<file path="config.mk">
export PLATFORM = sky130hd
export DESIGN_NAME = dpst_ram
export DESIGN_NICKNAME = d
export VERILOG_FILES = /design/src/rtl/dpst_ram.sv
export SDC_FILE = /design/constraint.sdc
export NUM_CORES = 1
export LEC_CHECK = 0
export BUFFER_PORTS_ARGS = -buffer_cell sky130_fd_sc_hd__buf_4
export CAP_MARGIN = 20
export CORE_ASPECT_RATIO = 1.75
export CORE_MARGIN = 3
export CORE_UTILIZATION = 60
export CTS_BUF_LIST = sky130_fd_sc_hd__clkbuf_16
export CTS_CLUSTER_DIAMETER = 50
export CTS_CLUSTER_SIZE = 40
export DETAILED_ROUTE_END_ITERATION = 16
export PLACE_DENSITY = 0.75
export SYNTH_ARGS = -nofsm -noshare
export SYNTH_HDL_FRONTEND = slang
export SYNTH_SLANG_ARGS = --single-unit
</file>
<file path="constraint.sdc">
create_clock -name clk -period 2.9 [get_ports clk]
set_input_delay 0.145 -clock clk [delete_from_list [all_inputs] [get_ports clk]]
set_output_delay 0.145 -clock clk [all_outputs]
set_load 0.005 [all_outputs]
</file>
<file path="src/rtl/dpst_ram.sv">
`timescale 1ns / 1ps
// ----------------------------------------------------------------------------
// Generic RAM
// Simple dual-port RAM with one write port and one registered read port.
// ----------------------------------------------------------------------------
module dpst_ram #(
    parameter int WIDTH = 16,
    parameter int DEPTH = 64
) (
    input  logic                     clk,
    input  logic                     we,
    input  logic [$clog2(DEPTH)-1:0] waddr,
    input  logic [WIDTH-1:0]         wdata,
    input  logic [$clog2(DEPTH)-1:0] raddr,
    output logic [WIDTH-1:0]         rdata
);

    logic [WIDTH-1:0] mem [DEPTH];

    always_ff @(posedge clk)
    begin
        if (we)
        begin
            mem[waddr] <= wdata;
        end
        rdata <= mem[raddr];
    end

endmodule

</file>
==> results of run 1 <==
[Yosys cell counts, types with 6 or more instances]
master / count
clkbuf_1: 24
buf_6: 17
nand4_1: 12
a22oi_1: 39
a221o_1: 6
nor2_1: 72
nor2b_1: 30
a311oi_1: 8
a211o_1: 8
a21oi_1: 17
edfxtp_1: 1024
buf_2: 36
mux2_2: 27
a31oi_1: 8
buf_4: 13
mux4_2: 220
nand2_1: 59
a211oi_1: 8
mux2i_1: 85
a221oi_1: 16
nand3_1: 24
dfxtp_1: 16
a22o_1: 6
[metal layers]
layer,vias to the layer above,share of wire,track usage
li1,7870,-,-
met3,149,0.073,0.03293
met1,10060,0.34,0.3417
met4,2,0.055,0.1204
met2,947,0.53,0.4606
met5,-,0.00014,0
[power breakdown]
group,total (mW),leakage (nW),switching (mW),internal [mW]
combinational,1.56,3.54,0.963,0.602
sequential,16.7,9.35,0.0673,16.6
clock,8.47,0.819,5.09,3.38
[stage by stage]
stage                     hold WS, ns  instance area [µm²]  setup WS [ns]  total power [mW]
after floorplan                0.2439                40040         0.7202             17.85
after global placement         0.5510                41880         0.1804             18.54
after detailed placement       0.5498                41880         0.1683             18.59
after CTS                     0.04864                43630         0.7962             26.84
after global routing          0.06763                43640         0.7655             27.46
final                         0.05598                43640         0.8081             26.72
[kinds of logic (layout without fill, tap and decap cells)]
kind of cell	after synthesis	after routing	share of synthesized area
DFF	1040	1040	0.7759
other	0	1	0
AOI/OAI and AO/OA	129	129	0.02409
buffers and inverters	104	262	0.01831
muxes	336	336	0.1552
and+or+nand+nor	220	220	0.02647
[flip-flops by register name, indices dropped and copies added (netlist names)]
signal / cells
rdata: 16
mem: 1024
[cell type report]
cell class	instances	area, µm²	share of cell area
Antenna cell	1	2.502	0.00005734
Clock buffer	45	1126	0.02580
Clock inverter	37	583.1	0.01336
Multi-Input combinational cell	685	8249	0.1890
Sequential cell	1040	31070	0.7120
Tap cell	882	1104	0.02529
Timing Repair Buffer	180	1504	0.03446
[timing repair]
action | CTS | global route
hold buffers | 4 | 0
endpoints found under the hold margin | 11 | 0
resized for setup | 0 | 0
[critical path: stages (launching register included)]
cell and delay, ns:
edfxtp_1 0.39, mux4_2 0.50, mux2_2 0.31, a221oi_1 0.47
buf_4 0.24, a311oi_1 0.06
[final timing paths]
| path | to | from | cells after the start | slack, ns |
|---|---|---|---|---|
| max reg2reg | rdata[13] | mem[61][13] | 5 | 0.81 |
| min | mem[56][6] | wdata[6] | 1 | 0.06 |
| max | rdata[13] | mem[61][13] | 5 | 0.81 |
| min reg2reg | rdata[5] | mem[36][5] | 4 | 0.92 |
==> impl_metrics.csv, run 1 <==
group,metric,value,unit
power_and_ir_drop,power_density,612.3,mW/mm²
die,num_rows,124,
sta,tightest_slew,0.9609,ns
logic_synthesis,yosysSeqAreaShare,0.7759,
global_routing,antenna_found_initial,2,
route,ant_nets,0,
power_and_ir_drop,p_leak,13.71,nW
logic_synthesis,async_flop_share,0,
clock_network,cts_buffer_depth,3,
finish,fillers,4144,
global_routing,grt_pass1_vias,19410,
sta,timing.final.crit_share,0.7214,
logic_synthesis,synth.area.top_cells,"edfxtp_1, mux4_2, mux2i_1",
logic_synthesis,syn_nets,1859,
clock_network,cts_setup_buffers,0,
placement,hpwl,57060,µm
sta,period_needed,2.092,ns
finish,instances_no_fill,2870,
logic_synthesis,yosys.cell_types.count,43,
die,die_area,0.06999,mm²
logic_synthesis,ys_warn_count,0,
die,core-area,0.06578,mm²
logic_synthesis,yosysTopAreaCell,"edfxtp_1",
sta,setup_viol,0,
clock_network,clk_pin_slew,0.13,ns
global_routing,grt_use_total,0.2657,
clock_network,cts_buffers,44,
die,num_io_pins,46,
logic_synthesis,netlist.area_leader.share,0.7679,
sta,finalClockSkew,0.05698,ns
global_routing,grt_overflow,0,
worst_setup_path,crit_path_max_fanout,1,
logic_synthesis,synth_area_per_cell,21.89,µm²
sta,fin_setup_tns,0,ns
finish,final_layout_size_suffix_gt1_frac,0.2582,
clock_network,cts_sinks,1040,
sta,drv_slew,0,
finish,final_common_cell,"edfxtp_1",
route,wire_per_inst,31.83,µm
finish,areaGrowthSynthToFinish,8.980,%
clock_network,cts_tree,"yes",
clock_network,htreeDepth,2,
finish,final_cell_mix,"edfxtp_1, mux4_2, buf_4",
logic_synthesis,synth_ff_type,"edfxtp_1",
worst_setup_path,worstSetupEndpointType,"register",
route,drc,0,
die,start_util,0.6087,
job,cap_violations,0,
sta,hold_viol,0,
worst_setup_path,critical_path_class,"reg2reg",
hold_path,hold_path.class,"in2reg",
placement,port_buffers,45,
clock_network,clock_latency,0.65,ns
logic_synthesis,synthCells,1829,
finish,fin_nets,1981,
placement,gp_congestion,0.8971,
route,post_drt_via_cell_ratio,6.629,
route,drt_iter0_markers,2074,
route,first_pass_iters,5,
global_routing,grt_max_degree,65,
worst_setup_path,start_kind,"register",
route,dr_total_vias,19030,
finish,final_core_util,0.6634,
status,outcome,"complete, no violations",
worst_setup_path,worst_ep_arrival_time,2.59,ns
sta,rsz0062_at_grt,"false",
logic_synthesis,synth_seq_cells,1040,
worst_setup_path,cp.required,3.40,ns
sta,relSlewSlack,0.3570,
logic_synthesis,syn-cell-area,0.04004,mm²
die,die-height,347.7,µm
power_and_ir_drop,vdd_ir_drop_max,412.8,µV
clock_network,root_buffer,"clkbuf_16",
route,routed_wl,91360,µm
logic_synthesis,synth_edf_count,1024,
sta,fmax,0.4780,GHz
global_routing,grt_pass1_wl,135000,µm
placement,dpl.cell_count,2782,
die,die_x,201.3,µm
Power figures use the tool's default switching activity.
==> inputs of run 2 (changes only) <==
- clock period: 2.9 -> 2.18 ns (I/O delays scaled with it)
==> impl_metrics.csv, run 2 (synthesis gave the netlist of run 1 again) <==
group,metric,value,unit
placement,port_buffers,45,
finish,reg.largest.list,"mem: 1024 flops, rdata: 16 flops",
status,outcome,"complete, no violations",
sta,relSlewSlack,0.4377,
clock_network,cts_buffer_depth,3,
power_and_ir_drop,p_leak,14.11,nW
sta,finalClockSkew,0.03663,ns
die,core-area,0.06578,mm²
placement,hpwl,58990,µm
die,num_io_pins,46,
clock_network,cts_buffers,45,
route,routed_wl,92400,µm
power_and_ir_drop,power,35.91,mW
die,die_area,0.06999,mm²
clock_network,cts_setup_buffers,0,
worst_setup_path,crit_path_max_incr_delay,0.49,ns
worst_setup_path,rrSetupSlack,0.20,ns
die,start_util,0.6087,
power_and_ir_drop,vdd_ir_drop_max,833.6,µV
sta,drv_slew,0,
die,die-height,347.7,µm
finish,fillers,4064,
finish,final_layout_size_suffix_gt1_frac,0.2824,
sta,hold_viol,0,
finish,multi_input_area,0.008249,mm²
placement,dpl_worst_slack,-0.1622,ns
sta,setup_viol,0,
job,cap_violations,0,
route,drc,0,
finish,areaGrowthSynthToFinish,10.78,%
finish,final_cell_mix,"edfxtp_1, mux4_2, buf_4",
route,ant_nets,0,
route,first_pass_iters,5,
worst_setup_path,cp_cell_sequence,"mux4_2 -> mux2i_1 -> a22oi_1 -> buf_4 -> a31oi_1 -> a311oi_1",
clock_network,root_buffer,"clkbuf_16",
finish,final_common_cell,"edfxtp_1",
finish,fin_nets,2043,
finish,instances_no_fill,2934,
hold_path,hold_path.class,"in2reg",
sta,holdWs,0.03369,ns
clock_network,clk_pin_slew,0.14,ns
sta,period_needed,1.977,ns
clock_network,cts_tree,"yes",
worst_setup_path,crit_path_max_fanout,1,
placement,placed_area,0.04254,mm²
worst_setup_path,worst_ep_arrival_time,2.50,ns
global_routing,grt_use_total,0.2681,
sta,timing.final.crit_share,0.9068,
route,wire_per_inst,31.49,µm
finish,largest_register_ffs,1024,
worst_setup_path,critical_path_class,"reg2reg",
worst_setup_path,cp.required,2.71,ns
route,dr_total_vias,19220,
sta,setup_ws,0.2031,ns
power_and_ir_drop,power_density,809.5,mW/mm²
clock_network,htreeDepth,2,
sta,tightest_slew,0.8435,ns
route,post_drt_via_cell_ratio,6.550,
die,num_rows,124,
worst_setup_path,start_kind,"register",
placement,gp_congestion,0.9203,
global_routing,grt_pass1_vias,19580,
global_routing,grt_max_degree,65,
clock_network,cts_resized,0,
die,die_x,201.3,µm
clock_network,holdBufCountCts,1,
clock_network,cts_sinks,1040,
sta,fmax,0.5058,GHz
placement,dpl.cell_count,2847,
route,drt_iter0_markers,2229,
clock_network,clock_latency,0.64,ns
sta,rsz0062_at_grt,"false",
global_routing,grt_pass1_wl,135300,µm
worst_setup_path,worstSetupEndpointType,"register",
finish,top_register,"mem",
worst_setup_path,cp_slowest_cell,"mux4_2",
finish,regArea,0.03107,mm²
finish,final_cell_area,0.04436,mm²
global_routing,antenna_found_initial,4,
global_routing,grt_overflow,0,
run 2: worst paths after layout:
path,from,endpoint,depth (start not counted)
worst max register to register,mem[22][15],rdata[15],6
worst min register to register,mem[38][13],rdata[13],3
worst max-delay path,mem[22][15],rdata[15],6
worst min-delay path,wdata[0],mem[59][0],1
run 2: stage by stage:
stage                 util  setup TNS (ns)
floorplan                -               0
global placement    0.6467         -0.7363
detailed placement  0.6467          -1.006
CTS                 0.6742               0
global route        0.6743               0
finish              0.6743               0
run 2: metal layers:
metal  global-route usage  routed length [µm]
met4               0.1311                5488
met2               0.4672               48740
met1               0.3378               31120
met3              0.03349                7059
met5                    0                   0
run 2: where the power goes:
group	internal, mW	switching, mW
logic	0.888	1.32
clock network	4.57	6.93
registers	22.1	0.0849
run 2: layout make-up:
cell class / count / share of cell area
Clock buffer: 47 / 0.02651
Antenna cell: 2 / 0.0001128
Timing Repair Buffer: 241 / 0.04801
Clock inverter: 37 / 0.01408
Multi-Input combinational cell: 685 / 0.1860
Tap cell: 882 / 0.02488
Sequential cell: 1040 / 0.7004
run 2: critical path: cells and delay by family, from the launching register on:
family | cells | cell delay [ns]
DFF | 1 | 0.41
AOI/OAI and AO/OA | 3 | 0.52
muxes | 2 | 0.75
buffers and inverters | 1 | 0.18
